--- src/rtl/plti_pkg.sv ---
// Shared types and constants for the piecewise linear table interpolator.
// Used by the channel interfaces, the table memory, the divider and the top level.
// No dependencies.
`default_nettype none

package plti_pkg;

   // field widths
   localparam int DATA_W   = 32;
   localparam int INDEX_W  = 4;
   localparam int CSR_W    = 5;
   localparam int KIND_W   = 3;

   // default number of table slots
   localparam int DEFAULT_TABLE_DEPTH = 16;

   typedef logic [KIND_W-1:0] kind_type;

   // item function codes
   localparam logic FUNC_WRITE = 1'b0;
   localparam logic FUNC_QUERY = 1'b1;

   // result kinds
   localparam kind_type KIND_CLAMP_LOW  = 3'd0;
   localparam kind_type KIND_CLAMP_HIGH = 3'd1;
   localparam kind_type KIND_EXACT      = 3'd2;
   localparam kind_type KIND_INTERP     = 3'd3;
   localparam kind_type KIND_EMPTY      = 3'd4;
   localparam kind_type KIND_NO_SEGMENT = 3'd5;

   // one breakpoint as stored in the table
   typedef struct packed {
      logic [DATA_W-1:0] x;
      logic [DATA_W-1:0] y;
   } entry_type;

   // interpolation request to the divider
   typedef struct packed {
      logic              valid;
      logic [DATA_W-1:0] dq;    // query minus left x, unsigned
      logic [DATA_W-1:0] dx;    // segment width, unsigned, nonzero
      logic [DATA_W-1:0] mag;   // magnitude of segment rise
      logic              neg;   // segment falls
      logic [DATA_W-1:0] base;  // left y
   } div_cmd_type;

   // interpolation answer from the divider
   typedef struct packed {
      logic              valid;
      logic [DATA_W-1:0] value;
   } div_rsp_type;

endpackage

`default_nettype wire

--- src/rtl/plti_if.sv ---
// Valid/ready channel interfaces for request items and response items.
// Depends on plti_pkg.
`default_nettype none

interface plti_req_if;
   import plti_pkg::*;

   logic                     valid;
   logic                     ready;
   logic                     func;
   logic [INDEX_W-1:0]       point_index;
   logic signed [DATA_W-1:0] point_x;
   logic signed [DATA_W-1:0] point_y;
   logic signed [DATA_W-1:0] query_value;

   modport source (output valid, func, point_index, point_x, point_y, query_value,
                   input ready);
   modport sink (input valid, func, point_index, point_x, point_y, query_value,
                 output ready);
endinterface

interface plti_rsp_if;
   import plti_pkg::*;

   logic                     valid;
   logic                     ready;
   logic signed [DATA_W-1:0] estimate;
   logic [KIND_W-1:0]        result_kind;

   modport source (output valid, estimate, result_kind, input ready);
   modport sink (input valid, estimate, result_kind, output ready);
endinterface

`default_nettype wire

--- src/rtl/piecewise_linear_table_interpolator.sv ---
// Piecewise linear interpolator over a table of signed Q16.16 breakpoints.
// A write item stores one breakpoint and gives no response. A query item gives
// one response: an empty table goes straight to the done state, a query that
// clamps at either end is settled once the first and last points are read,
// and a query inside a segment waits for the walk and the divider. The walk reads
// one table entry per cycle through the single read port of the table memory,
// and the divider of the interpolation unit makes one quotient bit per cycle.
// One item is worked on at a time; the next item is taken as soon as the
// response sits in the output register. The table has no reset: a query must
// only touch slots that were written. points_in_use above the depth acts as
// the depth; writes to slots at or above the depth are dropped.
// Depends on plti_pkg, plti_if, plti_table_mem and plti_muldiv.
`default_nettype none

module piecewise_linear_table_interpolator #(
   parameter int TABLE_DEPTH = plti_pkg::DEFAULT_TABLE_DEPTH
) (
   input  wire logic                         clock,
   input  wire logic                         reset,
   plti_req_if.sink                          req_ch,
   plti_rsp_if.source                        rsp_ch,
   input  wire logic                         csr_wr_en,
   input  wire logic [plti_pkg::CSR_W-1:0]   csr_wr_data
);
   import plti_pkg::*;

   localparam int IDX_W = $clog2(TABLE_DEPTH);
   localparam int CNT_W = $clog2(TABLE_DEPTH + 1);
   localparam int CMP_W = (CNT_W > CSR_W) ? CNT_W : CSR_W;
   localparam int SLOT_W = (INDEX_W > CNT_W) ? INDEX_W + 1 : CNT_W + 1;

   localparam logic [2:0] S_IDLE = 3'd0;
   localparam logic [2:0] S_HEAD = 3'd1;
   localparam logic [2:0] S_TAIL = 3'd2;
   localparam logic [2:0] S_WALK = 3'd3;
   localparam logic [2:0] S_DIV  = 3'd4;
   localparam logic [2:0] S_DONE = 3'd5;

   // control and item registers
   logic [2:0]               state_ff, state_in;
   logic [CSR_W-1:0]         points_ff;
   logic signed [DATA_W-1:0] q_ff, q_in;
   logic [CNT_W-1:0]         n_ff, n_in;
   logic [IDX_W-1:0]         idx_ff, idx_in;
   logic signed [DATA_W-1:0] ax_ff, ax_in;
   logic signed [DATA_W-1:0] ay_ff, ay_in;
   logic signed [DATA_W-1:0] res_est_ff, res_est_in;
   kind_type                 res_kind_ff, res_kind_in;
   logic                     rsp_valid_ff, rsp_valid_in;
   logic signed [DATA_W-1:0] rsp_est_ff, rsp_est_in;
   kind_type                 rsp_kind_ff, rsp_kind_in;

   // table and divider connections
   logic             wr_en;
   logic [IDX_W-1:0] wr_addr;
   entry_type        wr_data;
   logic             rd_en;
   logic [IDX_W-1:0] rd_addr;
   entry_type        rd_data;
   div_cmd_type      div_cmd;
   div_rsp_type      div_rsp;

   logic                     accept;
   logic                     slot_ok;
   logic [CMP_W-1:0]         points_ext;
   logic [CMP_W-1:0]         n_sat;
   logic [IDX_W-1:0]         last_idx;
   logic signed [DATA_W-1:0] bx;
   logic signed [DATA_W-1:0] by;
   logic signed [DATA_W:0]   dy;
   logic                     out_free;

   plti_table_mem #(
      .TABLE_DEPTH(TABLE_DEPTH)
   ) u_table (
      .clock  (clock),
      .wr_en  (wr_en),
      .wr_addr(wr_addr),
      .wr_data(wr_data),
      .rd_en  (rd_en),
      .rd_addr(rd_addr),
      .rd_data(rd_data)
   );

   plti_muldiv u_muldiv (
      .clock(clock),
      .reset(reset),
      .start(div_cmd),
      .done (div_rsp)
   );

   // input handshake and table writes
   assign req_ch.ready = (state_ff == S_IDLE);
   assign accept       = req_ch.valid && req_ch.ready;
   assign slot_ok      = SLOT_W'(req_ch.point_index) < SLOT_W'(TABLE_DEPTH);
   assign wr_en        = accept && (req_ch.func == FUNC_WRITE) && slot_ok;
   assign wr_addr      = IDX_W'(req_ch.point_index);
   assign wr_data.x    = req_ch.point_x;
   assign wr_data.y    = req_ch.point_y;

   // points in use, saturated at the depth
   assign points_ext = CMP_W'(points_ff);
   assign n_sat      = (points_ext > CMP_W'(TABLE_DEPTH)) ? CMP_W'(TABLE_DEPTH) : points_ext;
   assign last_idx   = IDX_W'(n_ff - CNT_W'(1));

   // right end of the segment under test
   assign bx = $signed(rd_data.x);
   assign by = $signed(rd_data.y);
   assign dy = {by[DATA_W-1], by} - {ay_ff[DATA_W-1], ay_ff};

   assign out_free = !rsp_valid_ff || rsp_ch.ready;

   // query sequencer
   always_comb begin
      state_in    = state_ff;
      q_in        = q_ff;
      n_in        = n_ff;
      idx_in      = idx_ff;
      ax_in       = ax_ff;
      ay_in       = ay_ff;
      res_est_in  = res_est_ff;
      res_kind_in = res_kind_ff;
      rd_en       = 1'b0;
      rd_addr     = '0;
      div_cmd     = '0;
      case (state_ff)
         S_IDLE: begin
            if (accept && (req_ch.func == FUNC_QUERY)) begin
               q_in = req_ch.query_value;
               n_in = CNT_W'(n_sat);
               if (n_sat == '0) begin
                  res_est_in  = '0;
                  res_kind_in = KIND_EMPTY;
                  state_in    = S_DONE;
               end else begin
                  rd_en    = 1'b1;
                  rd_addr  = '0;
                  state_in = S_HEAD;
               end
            end
         end
         S_HEAD: begin
            // first point arrives, fetch the last one in use
            ax_in    = bx;
            ay_in    = by;
            rd_en    = 1'b1;
            rd_addr  = last_idx;
            state_in = S_TAIL;
         end
         S_TAIL: begin
            if (q_ff <= ax_ff) begin
               res_est_in  = ay_ff;
               res_kind_in = KIND_CLAMP_LOW;
               state_in    = S_DONE;
            end else if (q_ff >= bx) begin
               res_est_in  = by;
               res_kind_in = KIND_CLAMP_HIGH;
               state_in    = S_DONE;
            end else begin
               rd_en    = 1'b1;
               rd_addr  = IDX_W'(1);
               idx_in   = IDX_W'(1);
               state_in = S_WALK;
            end
         end
         S_WALK: begin
            // left point in ax/ay, right point on the read port
            if (q_ff == ax_ff) begin
               res_est_in  = ay_ff;
               res_kind_in = KIND_EXACT;
               state_in    = S_DONE;
            end else if ((q_ff > ax_ff) && (q_ff < bx)) begin
               div_cmd.valid = 1'b1;
               div_cmd.dq    = q_ff - ax_ff;
               div_cmd.dx    = bx - ax_ff;
               div_cmd.neg   = dy[DATA_W];
               div_cmd.mag   = dy[DATA_W] ? DATA_W'(-dy) : dy[DATA_W-1:0];
               div_cmd.base  = ay_ff;
               state_in      = S_DIV;
            end else if (idx_ff == last_idx) begin
               res_est_in  = '0;
               res_kind_in = KIND_NO_SEGMENT;
               state_in    = S_DONE;
            end else begin
               ax_in   = bx;
               ay_in   = by;
               idx_in  = idx_ff + IDX_W'(1);
               rd_en   = 1'b1;
               rd_addr = idx_ff + IDX_W'(1);
            end
         end
         S_DIV: begin
            if (div_rsp.valid) begin
               res_est_in  = div_rsp.value;
               res_kind_in = KIND_INTERP;
               state_in    = S_DONE;
            end
         end
         S_DONE: begin
            if (out_free) begin
               state_in = S_IDLE;
            end
         end
         default: begin
            state_in = S_IDLE;
         end
      endcase
   end

   // output register
   always_comb begin
      rsp_valid_in = rsp_valid_ff && !rsp_ch.ready;
      rsp_est_in   = rsp_est_ff;
      rsp_kind_in  = rsp_kind_ff;
      if ((state_ff == S_DONE) && out_free) begin
         rsp_valid_in = 1'b1;
         rsp_est_in   = res_est_ff;
         rsp_kind_in  = res_kind_ff;
      end
   end

   always_ff @(posedge clock) begin
      if (reset) begin
         state_ff     <= S_IDLE;
         points_ff    <= '0;
         rsp_valid_ff <= 1'b0;
      end else begin
         state_ff     <= state_in;
         rsp_valid_ff <= rsp_valid_in;
         if (csr_wr_en) begin
            points_ff <= csr_wr_data;
         end
      end
   end

   always_ff @(posedge clock) begin
      q_ff        <= q_in;
      n_ff        <= n_in;
      idx_ff      <= idx_in;
      ax_ff       <= ax_in;
      ay_ff       <= ay_in;
      res_est_ff  <= res_est_in;
      res_kind_ff <= res_kind_in;
      rsp_est_ff  <= rsp_est_in;
      rsp_kind_ff <= rsp_kind_in;
   end

   assign rsp_ch.valid       = rsp_valid_ff;
   assign rsp_ch.estimate    = rsp_est_ff;
   assign rsp_ch.result_kind = rsp_kind_ff;

   // checks
   a_walk_in_range: assert property (@(posedge clock) disable iff (reset)
      state_ff == S_WALK |-> CNT_W'(idx_ff) < n_ff)
      else $error("segment walk ran past the points in use");

   a_rsp_from_done: assert property (@(posedge clock) disable iff (reset)
      $rose(rsp_ch.valid) |-> $past(state_ff) == S_DONE)
      else $error("response loaded outside the done state");

   a_empty_zero: assert property (@(posedge clock) disable iff (reset)
      rsp_ch.valid && (rsp_ch.result_kind == KIND_EMPTY) |-> rsp_ch.estimate == '0)
      else $error("empty table response with nonzero estimate");

   a_div_answer_expected: assert property (@(posedge clock) disable iff (reset)
      div_rsp.valid |-> state_ff == S_DIV)
      else $error("divider answer while not waiting for it");

endmodule

`default_nettype wire

--- src/rtl/plti_table_mem.sv ---
// Breakpoint table: one write port, one read port with registered read data.
// Depends on plti_pkg.
`default_nettype none

module plti_table_mem #(
   parameter int TABLE_DEPTH = plti_pkg::DEFAULT_TABLE_DEPTH
) (
   input  wire logic                           clock,
   input  wire logic                           wr_en,
   input  wire logic [$clog2(TABLE_DEPTH)-1:0] wr_addr,
   input  wire plti_pkg::entry_type            wr_data,
   input  wire logic                           rd_en,
   input  wire logic [$clog2(TABLE_DEPTH)-1:0] rd_addr,
   output plti_pkg::entry_type                 rd_data
);
   import plti_pkg::*;

   entry_type mem [TABLE_DEPTH];
   entry_type rd_data_ff;

   // write port
   always_ff @(posedge clock) begin
      if (wr_en) begin
         mem[wr_addr] <= wr_data;
      end
   end

   // read port, registered read data
   always_ff @(posedge clock) begin
      if (rd_en) begin
         rd_data_ff <= mem[rd_addr];
      end
   end

   assign rd_data = rd_data_ff;

endmodule

`default_nettype wire

--- src/rtl/plti_muldiv.sv ---
// Segment interpolation unit: one 32x32 multiply, then a restoring divide
// that produces one quotient bit per cycle, then the add to or subtraction from the left y.
// Depends on plti_pkg.
`default_nettype none

module plti_muldiv (
   input  wire logic                  clock,
   input  wire logic                  reset,
   input  wire plti_pkg::div_cmd_type start,
   output plti_pkg::div_rsp_type      done
);
   import plti_pkg::*;

   localparam int CNT_W = $clog2(DATA_W);

   localparam logic [1:0] M_IDLE = 2'd0;
   localparam logic [1:0] M_MUL  = 2'd1;
   localparam logic [1:0] M_DIV  = 2'd2;
   localparam logic [1:0] M_FIN  = 2'd3;

   logic [1:0]        state_ff, state_in;
   logic [DATA_W-1:0] dq_ff, dq_in;
   logic [DATA_W-1:0] dx_ff, dx_in;
   logic [DATA_W-1:0] mag_ff, mag_in;
   logic              neg_ff, neg_in;
   logic [DATA_W-1:0] base_ff, base_in;
   logic [DATA_W-1:0] rem_ff, rem_in;
   logic [DATA_W-1:0] low_ff, low_in;
   logic [CNT_W-1:0]  cnt_ff, cnt_in;

   logic [2*DATA_W-1:0] prod;
   logic [DATA_W:0]     shifted;
   logic [DATA_W+1:0]   trial;
   logic                qbit;

   // product and one restoring step
   assign prod    = dq_ff * mag_ff;
   assign shifted = {rem_ff, low_ff[DATA_W-1]};
   assign trial   = {1'b0, shifted} - {2'b00, dx_ff};
   assign qbit    = ~trial[DATA_W+1];

   // sequencing
   always_comb begin
      state_in = state_ff;
      dq_in    = dq_ff;
      dx_in    = dx_ff;
      mag_in   = mag_ff;
      neg_in   = neg_ff;
      base_in  = base_ff;
      rem_in   = rem_ff;
      low_in   = low_ff;
      cnt_in   = cnt_ff;
      case (state_ff)
         M_IDLE: begin
            if (start.valid) begin
               dq_in    = start.dq;
               dx_in    = start.dx;
               mag_in   = start.mag;
               neg_in   = start.neg;
               base_in  = start.base;
               state_in = M_MUL;
            end
         end
         M_MUL: begin
            // high half is already below the divisor, so the quotient fits 32 bits
            rem_in   = prod[2*DATA_W-1:DATA_W];
            low_in   = prod[DATA_W-1:0];
            cnt_in   = '1;
            state_in = M_DIV;
         end
         M_DIV: begin
            rem_in = qbit ? trial[DATA_W-1:0] : shifted[DATA_W-1:0];
            low_in = {low_ff[DATA_W-2:0], qbit};
            cnt_in = cnt_ff - CNT_W'(1);
            if (cnt_ff == '0) begin
               state_in = M_FIN;
            end
         end
         M_FIN: begin
            state_in = M_IDLE;
         end
         default: begin
            state_in = M_IDLE;
         end
      endcase
   end

   always_ff @(posedge clock) begin
      if (reset) begin
         state_ff <= M_IDLE;
      end else begin
         state_ff <= state_in;
      end
   end

   always_ff @(posedge clock) begin
      dq_ff   <= dq_in;
      dx_ff   <= dx_in;
      mag_ff  <= mag_in;
      neg_ff  <= neg_in;
      base_ff <= base_in;
      rem_ff  <= rem_in;
      low_ff  <= low_in;
      cnt_ff  <= cnt_in;
   end

   // low_ff holds the quotient once the divide is through
   assign done.valid = (state_ff == M_FIN);
   assign done.value = neg_ff ? (base_ff - low_ff) : (base_ff + low_ff);

   // checks
   a_rem_below_divisor: assert property (@(posedge clock) disable iff (reset)
      state_ff == M_DIV |-> rem_ff < dx_ff)
      else $error("divider remainder not below divisor");

   a_start_only_idle: assert property (@(posedge clock) disable iff (reset)
      start.valid |-> state_ff == M_IDLE)
      else $error("divider started while busy");

endmodule

`default_nettype wire

--- src/flat_wrapper.sv ---
// flat-port wrapper written by rule: the top's interface ports become plain ports
module piecewise_linear_table_interpolator_flat import plti_pkg::*;
#(
   parameter int TABLE_DEPTH = plti_pkg::DEFAULT_TABLE_DEPTH
)
  (clock, reset, csr_wr_en, csr_wr_data, req_ch_valid, req_ch_func, req_ch_point_index, req_ch_point_x, req_ch_point_y, req_ch_query_value, req_ch_ready, rsp_ch_valid, rsp_ch_estimate, rsp_ch_result_kind, rsp_ch_ready);
  plti_req_if req_ch_i ();
  plti_rsp_if rsp_ch_i ();
  input  wire logic clock;
  input  wire logic reset;
  input  wire logic csr_wr_en;
  input  wire logic [plti_pkg::CSR_W-1:0] csr_wr_data;
  input wire logic [$bits(req_ch_i.valid)-1:0] req_ch_valid;
  input wire logic [$bits(req_ch_i.func)-1:0] req_ch_func;
  input wire logic [$bits(req_ch_i.point_index)-1:0] req_ch_point_index;
  input wire logic [$bits(req_ch_i.point_x)-1:0] req_ch_point_x;
  input wire logic [$bits(req_ch_i.point_y)-1:0] req_ch_point_y;
  input wire logic [$bits(req_ch_i.query_value)-1:0] req_ch_query_value;
  output wire logic [$bits(req_ch_i.ready)-1:0] req_ch_ready;
  output wire logic [$bits(rsp_ch_i.valid)-1:0] rsp_ch_valid;
  output wire logic [$bits(rsp_ch_i.estimate)-1:0] rsp_ch_estimate;
  output wire logic [$bits(rsp_ch_i.result_kind)-1:0] rsp_ch_result_kind;
  input wire logic [$bits(rsp_ch_i.ready)-1:0] rsp_ch_ready;
  assign req_ch_i.valid = req_ch_valid;
  assign req_ch_i.func = req_ch_func;
  assign req_ch_i.point_index = req_ch_point_index;
  assign req_ch_i.point_x = req_ch_point_x;
  assign req_ch_i.point_y = req_ch_point_y;
  assign req_ch_i.query_value = req_ch_query_value;
  assign req_ch_ready = req_ch_i.ready;
  assign rsp_ch_valid = rsp_ch_i.valid;
  assign rsp_ch_estimate = rsp_ch_i.estimate;
  assign rsp_ch_result_kind = rsp_ch_i.result_kind;
  assign rsp_ch_i.ready = rsp_ch_ready;
  piecewise_linear_table_interpolator #(.TABLE_DEPTH(TABLE_DEPTH)) u_core (.clock(clock), .reset(reset), .req_ch(req_ch_i), .rsp_ch(rsp_ch_i), .csr_wr_en(csr_wr_en), .csr_wr_data(csr_wr_data));
endmodule
--- config.mk ---
export PLATFORM = sky130hd
export DESIGN_NAME = piecewise_linear_table_interpolator_flat
export DESIGN_NICKNAME = d
export VERILOG_FILES = /design/src/rtl/plti_pkg.sv /design/src/rtl/plti_if.sv /design/src/rtl/piecewise_linear_table_interpolator.sv /design/src/rtl/plti_table_mem.sv /design/src/rtl/plti_muldiv.sv /design/src/flat_wrapper.sv
export SDC_FILE = /design/constraint.sdc
export NUM_CORES = 2
export LEC_CHECK = 0
export ABC_AREA = 1
export BUFFER_PORTS_ARGS = -buffer_cell sky130_fd_sc_hd__buf_2
export CAP_MARGIN = 20
export CORE_AREA = 4 4 564 566
export CTS_CLUSTER_DIAMETER = 80
export CTS_CLUSTER_SIZE = 16
export DETAILED_ROUTE_END_ITERATION = 16
export DIE_AREA = 0 0 568 570
export SLEW_MARGIN = 15
export SYNTH_ARGS = -nofsm -noshare
export SYNTH_HDL_FRONTEND = slang
export SYNTH_HIERARCHICAL = 1
export SYNTH_SLANG_ARGS = --single-unit
--- constraint.sdc ---
create_clock -name clock -period 8 [get_ports clock]
set_input_delay 0.8 -clock clock [delete_from_list [all_inputs] [get_ports clock]]
set_output_delay 0.8 -clock clock [all_outputs]
set_load 0.01 [all_outputs]
==> results.toml <==
[worst_setup_path]
cp.arrival_ns = 8.29
cp_capture_type = "flip-flop"
timing.critical_path.required_ns = 8.54
crit_path_cell_trace = "buf_4 -> nand2_1 -> inv_1 -> fa_1 -> fa_1 -> inv_1 -> fa_1 -> fa_1 -> inv_1 -> fa_1 -> fa_1 -> fa_1 -> fa_1 -> ha_1 -> nand2_1 -> nor2_1 -> inv_1 -> nor2_1 -> nand2_1 -> a21oi_1 -> o21ai_0 -> nand3_1 -> nand2_1"
worst_path_max_delay_cell = "edfxtp_1"
critical_path_class = "reg2reg"
critPathMostFrequentCell = "fa_1"
crit_family = "adder cells"
worstSetupStartpoint = "u_core/u_muldiv/mag_ff[13]"
crit_start_category = "flip-flop"
r2r_start = "u_core/u_muldiv/mag_ff[13]"
cp.buffers_inverters = 5
worst_path_largest_cell_delay_ns = 0.82
crit_path_max_fanout = 14

[worst_hold_path]
worstHoldStart = "req_ch_query_value[12]"
hold_class = "in2reg"

[timing]
timing.final.crit_period_ns = 7.75
worst_slew_pin_slew_ns = 1.09
finalHoldViolations = 0
max-slew-margin-rel_pct = 26.2
finalCritPeriodShare_pct = 96.9
finalSetupViolations = 0
achievable-frequency_mhz = 129
final.hold.worst_slack_ns = 0.269
grt_setup_unrepaired = "no"
tns_ns = 0
finalMaxSlewViolations = 0
worst_clock_skew_ns = 0.0930

[logic_synthesis]
synth_top_flop_cell = "edfxtp_1"
post_synth_inst_count = 12700
ys_ff_latch = 1471
synth-edff-count = 1460
ys_warn_count = 6
netlist-cell-type-count = 62
synth_async_sr_flop_share_pct = 0
synth_area_mm2 = 0.109
synth_nets = 14100
yosysSeqAreaShare_pct = 40.3
syn-mean-instance-area_um2 = 8.63

[drt]
ant_nets = 0
drt_first_iter_violations = 7164
drt-wirelength-per-cell_um = 18.7
num_vias = 80400
drc = 0
routed_wl_um = 315000
detailedRoute.firstPassIterationCount = 6
detail_route.vias_per_cell = 4.76

[placement]
place.port_buffers = 147
place.gp.congestion = 0.994
dp.final_hpwl_um = 227000
dp.cells = 16700

[clock_network]
cts_num_sinks = 1471
tritoncts = "yes"
htree_levels = 3
clock_path_buffers = 3
clock_latency_ns = 0.81
resized_cells_post_cts = 0
cts.root.buffer_cell = "clkbuf_16"
cts.clk_slew.worst_paths_ns = 0.08
tritoncts.num_buffers = 115

[power_and_ir_drop]
switching_power_as_a_share_of_total_power_pct = 42.3
cell_internal_pwr_mw = 15.6
p_sw_mw = 11.4
share_of_power_burned_in_the_clock_network_pct = 20.8
share_comb_of_total_power_pct = 41.7
worst_ir_drop_vdd_mv = 0.321
pwr_density_cell_mw_per_mm2 = 228
share_seq_of_total_power_pct = 37.5
static-leakage-power_nw = 58.8

[floorplanning]
number_of_core_rows = 206
die-area_mm2 = 0.324
chipHeight_um = 570
die-width_um = 568
core-area_mm2 = 0.314
start_util_pct = 34.8
floorplan.io_pins = 148

[final_layout]
fin_cells = 16900
finalCoreUtilization_pct = 37.8
drive_gt1_share_pct = 4.63
filler_cell_count = 31700
finalNetCount = 14100
area_growth_syn_to_layout_pct = 8.49

[flow_run]
timing.max_cap.violations = 0

[grt]
grt_util_all_layers_pct = 19.2
overflow = 0
grt_max_degree = 217
grt_antenna_before_repair = 38
grt_pass1_vias = 78700
grt_pass1_wl_um = 480000

[run_status]
run_status = "finished, final reports clean"
## cell usage in the layout (no fill, tap or decap), drive strengths merged, types with 5 or more instances in the layout
cell | netlist | routed
o22ai | 5 | 5
a31oi | 13 | 13
xor2 | 78 | 78
ha | 462 | 462
o211ai | 37 | 37
clkinv | 3 | 22
xnor2 | 74 | 74
dfxtp | 11 | 11
and2 | 11 | 11
edfxtp | 1460 | 1460
nand3b | 32 | 32
nor2 | 523 | 523
o221ai | 7 | 7
diode | 0 | 15
nand3 | 1082 | 1082
a211oi | 6 | 6
a21oi | 277 | 277
or2 | 11 | 11
clkbuf | 242 | 141
inv | 3044 | 3053
o21ai | 161 | 161
o21bai | 28 | 28
a21o | 12 | 12
a21boi | 7 | 7
nand4 | 58 | 58
fa | 901 | 901
buf | 214 | 334
nand2 | 3809 | 3809
nor4 | 14 | 14
nor3 | 51 | 51
and3 | 7 | 7
## cells in the mapped netlist, types with 3 or more instances
cell | n | area share (%)
nand2_1 | 3791 | 13
inv_1 | 3029 | 10
edfxtp_1 | 1460 | 40
nand3_1 | 1078 | 4.9
fa_1 | 901 | 17
nor2_1 | 515 | 1.8
ha_1 | 462 | 5.3
a21oi_1 | 271 | 1.2
clkbuf_1 | 242 | 0.83
o21ai_0 | 129 | 0.59
buf_2 | 125 | 0.57
xor2_1 | 77 | 0.62
xnor2_1 | 74 | 0.59
nand4_1 | 58 | 0.33
buf_6 | 54 | 0.56
nor3_1 | 47 | 0.22
o211ai_1 | 37 | 0.25
nand3b_1 | 32 | 0.22
o21ai_1 | 30 | 0.14
o21bai_1 | 28 | 0.19
buf_4 | 21 | 0.14
nand2_2 | 15 | 0.086
inv_2 | 14 | 0.048
a31oi_1 | 13 | 0.074
buf_1 | 13 | 0.045
nor4_1 | 13 | 0.074
a21o_1 | 12 | 0.082
and2_1 | 11 | 0.063
dfxtp_1 | 11 | 0.20
or2_2 | 11 | 0.063
a21boi_0 | 7 | 0.048
and3_1 | 7 | 0.040
o221ai_1 | 7 | 0.056
nor2_2 | 6 | 0.034
a211oi_1 | 5 | 0.034
a21oi_2 | 5 | 0.040
o22ai_1 | 5 | 0.029
nor3_2 | 4 | 0.037
o21a_1 | 4 | 0.027
nand3_2 | 3 | 0.027
o2111ai_1 | 3 | 0.024
o31ai_1 | 3 | 0.021
## cell families (layout without fill, tap and decap cells)
group / Yosys count / after routing / synth area share, %
compound gates: 566 / 566 / 2.92
fa+ha+maj: 1363 / 1363 / 21.8
xor+xnor: 152 / 152 / 1.23
other cells: 0 / 15 / 0
flops: 1471 / 1471 / 40.3
simple gates: 5603 / 5603 / 21.1
buf+inv: 3503 / 3555 / 12.6
## layer usage
metal | share of wire, % | global-route usage [%] | wire length [um] | vias to the layer above
met2 | 46 | 31.5 | 146000 | 2532
met1 | 44 | 26.8 | 138000 | 38700
met3 | 6.8 | 2.39 | 21500 | 422
met5 | 0.056 | 0 | 175 | -
li1 | - | - | - | 38600
met4 | 3.0 | 5.60 | 9300 | 28
## registers in the layout, indices dropped and copies added, names as in the netlist, 32 cells and up
register / cells
u_core/u_muldiv/base_ff: 32
u_core/ay_ff: 32
u_core/ax_ff: 32
u_core/u_muldiv/dq_ff: 32
u_core/q_ff: 32
u_core/u_muldiv/dx_ff: 32
u_core/u_muldiv/low_ff: 32
u_core/u_muldiv/mag_ff: 32
u_core/u_table/mem: 1024
u_core/u_muldiv/rem_ff: 32
u_core/rsp_ch.estimate: 32
u_core/res_est_ff: 32
u_core/u_table/rd_data: 64
## cell type report
cell class	count	area, um^2	area share, %
diodes	15	37.5	0.0317
clock buffers	140	2980	2.52
clock inverters	33	515	0.435
inverters	3047	11500	9.68
multi-input cells	7684	51600	43.5
flip-flops and latches	1471	44100	37.2
well taps	4160	5200	4.39
repair buffers	335	2630	2.22
## power groups by stage
stage / Sequential, mW / Clock (mW) / Combinational (mW)
after floorplan: 10.0 / 0 / 7.96
after global placement: 10.3 / 0 / 11.1
after detailed placement: 10.3 / 0 / 11.1
after CTS: 10.1 / 5.75 / 11.2
after global routing: 10.2 / 6.05 / 12.5
final: 10.1 / 5.61 / 11.3
## through the flow
stage	worst slack, ns	instance area, um^2	total power, mW
final	0.249	118000	27.0
after global routing	0.00109	118000	28.7
after CTS	0.199	118000	27.0
after detailed placement	0.259	115000	21.4
after global placement	0.228	115000	21.4
after floorplan	0.961	109000	18.0
## worst paths after layout
path | end | slack (ns) | cells past startpoint
worst max-delay path | u_core/u_muldiv/rem_ff[1] | 0.25 | 23
worst min-delay path | u_core/q_ff[12] | 0.27 | 1
worst max register to register | u_core/u_muldiv/rem_ff[1] | 0.25 | 23
worst min register to register | u_core/rsp_ch.result_kind[0] | 0.41 | 0
## worst reg2reg max path, stage by stage, from the launching register on
cell	delay [ns]
edfxtp_1	0.82
buf_4	0.26
nand2_1	0.05
inv_1	0.06
fa_1	0.42
fa_1	0.50
inv_1	0.06
fa_1	0.50
fa_1	0.51
inv_1	0.05
fa_1	0.57
fa_1	0.46
fa_1	0.51
fa_1	0.45
ha_1	0.47
nand2_1	0.16
nor2_1	0.16
inv_1	0.11
nor2_1	0.39
nand2_1	0.26
a21oi_1	0.36
o21ai_0	0.12
nand3_1	0.16
nand2_1	0.07
## repair_timing
item	in CTS	in global routing
endpoints found under the setup margin	0	8
endpoints found under the hold margin	0	0
hold buffers	0	0
setup buffers	0	11
(Power assumes the default switching activity.)
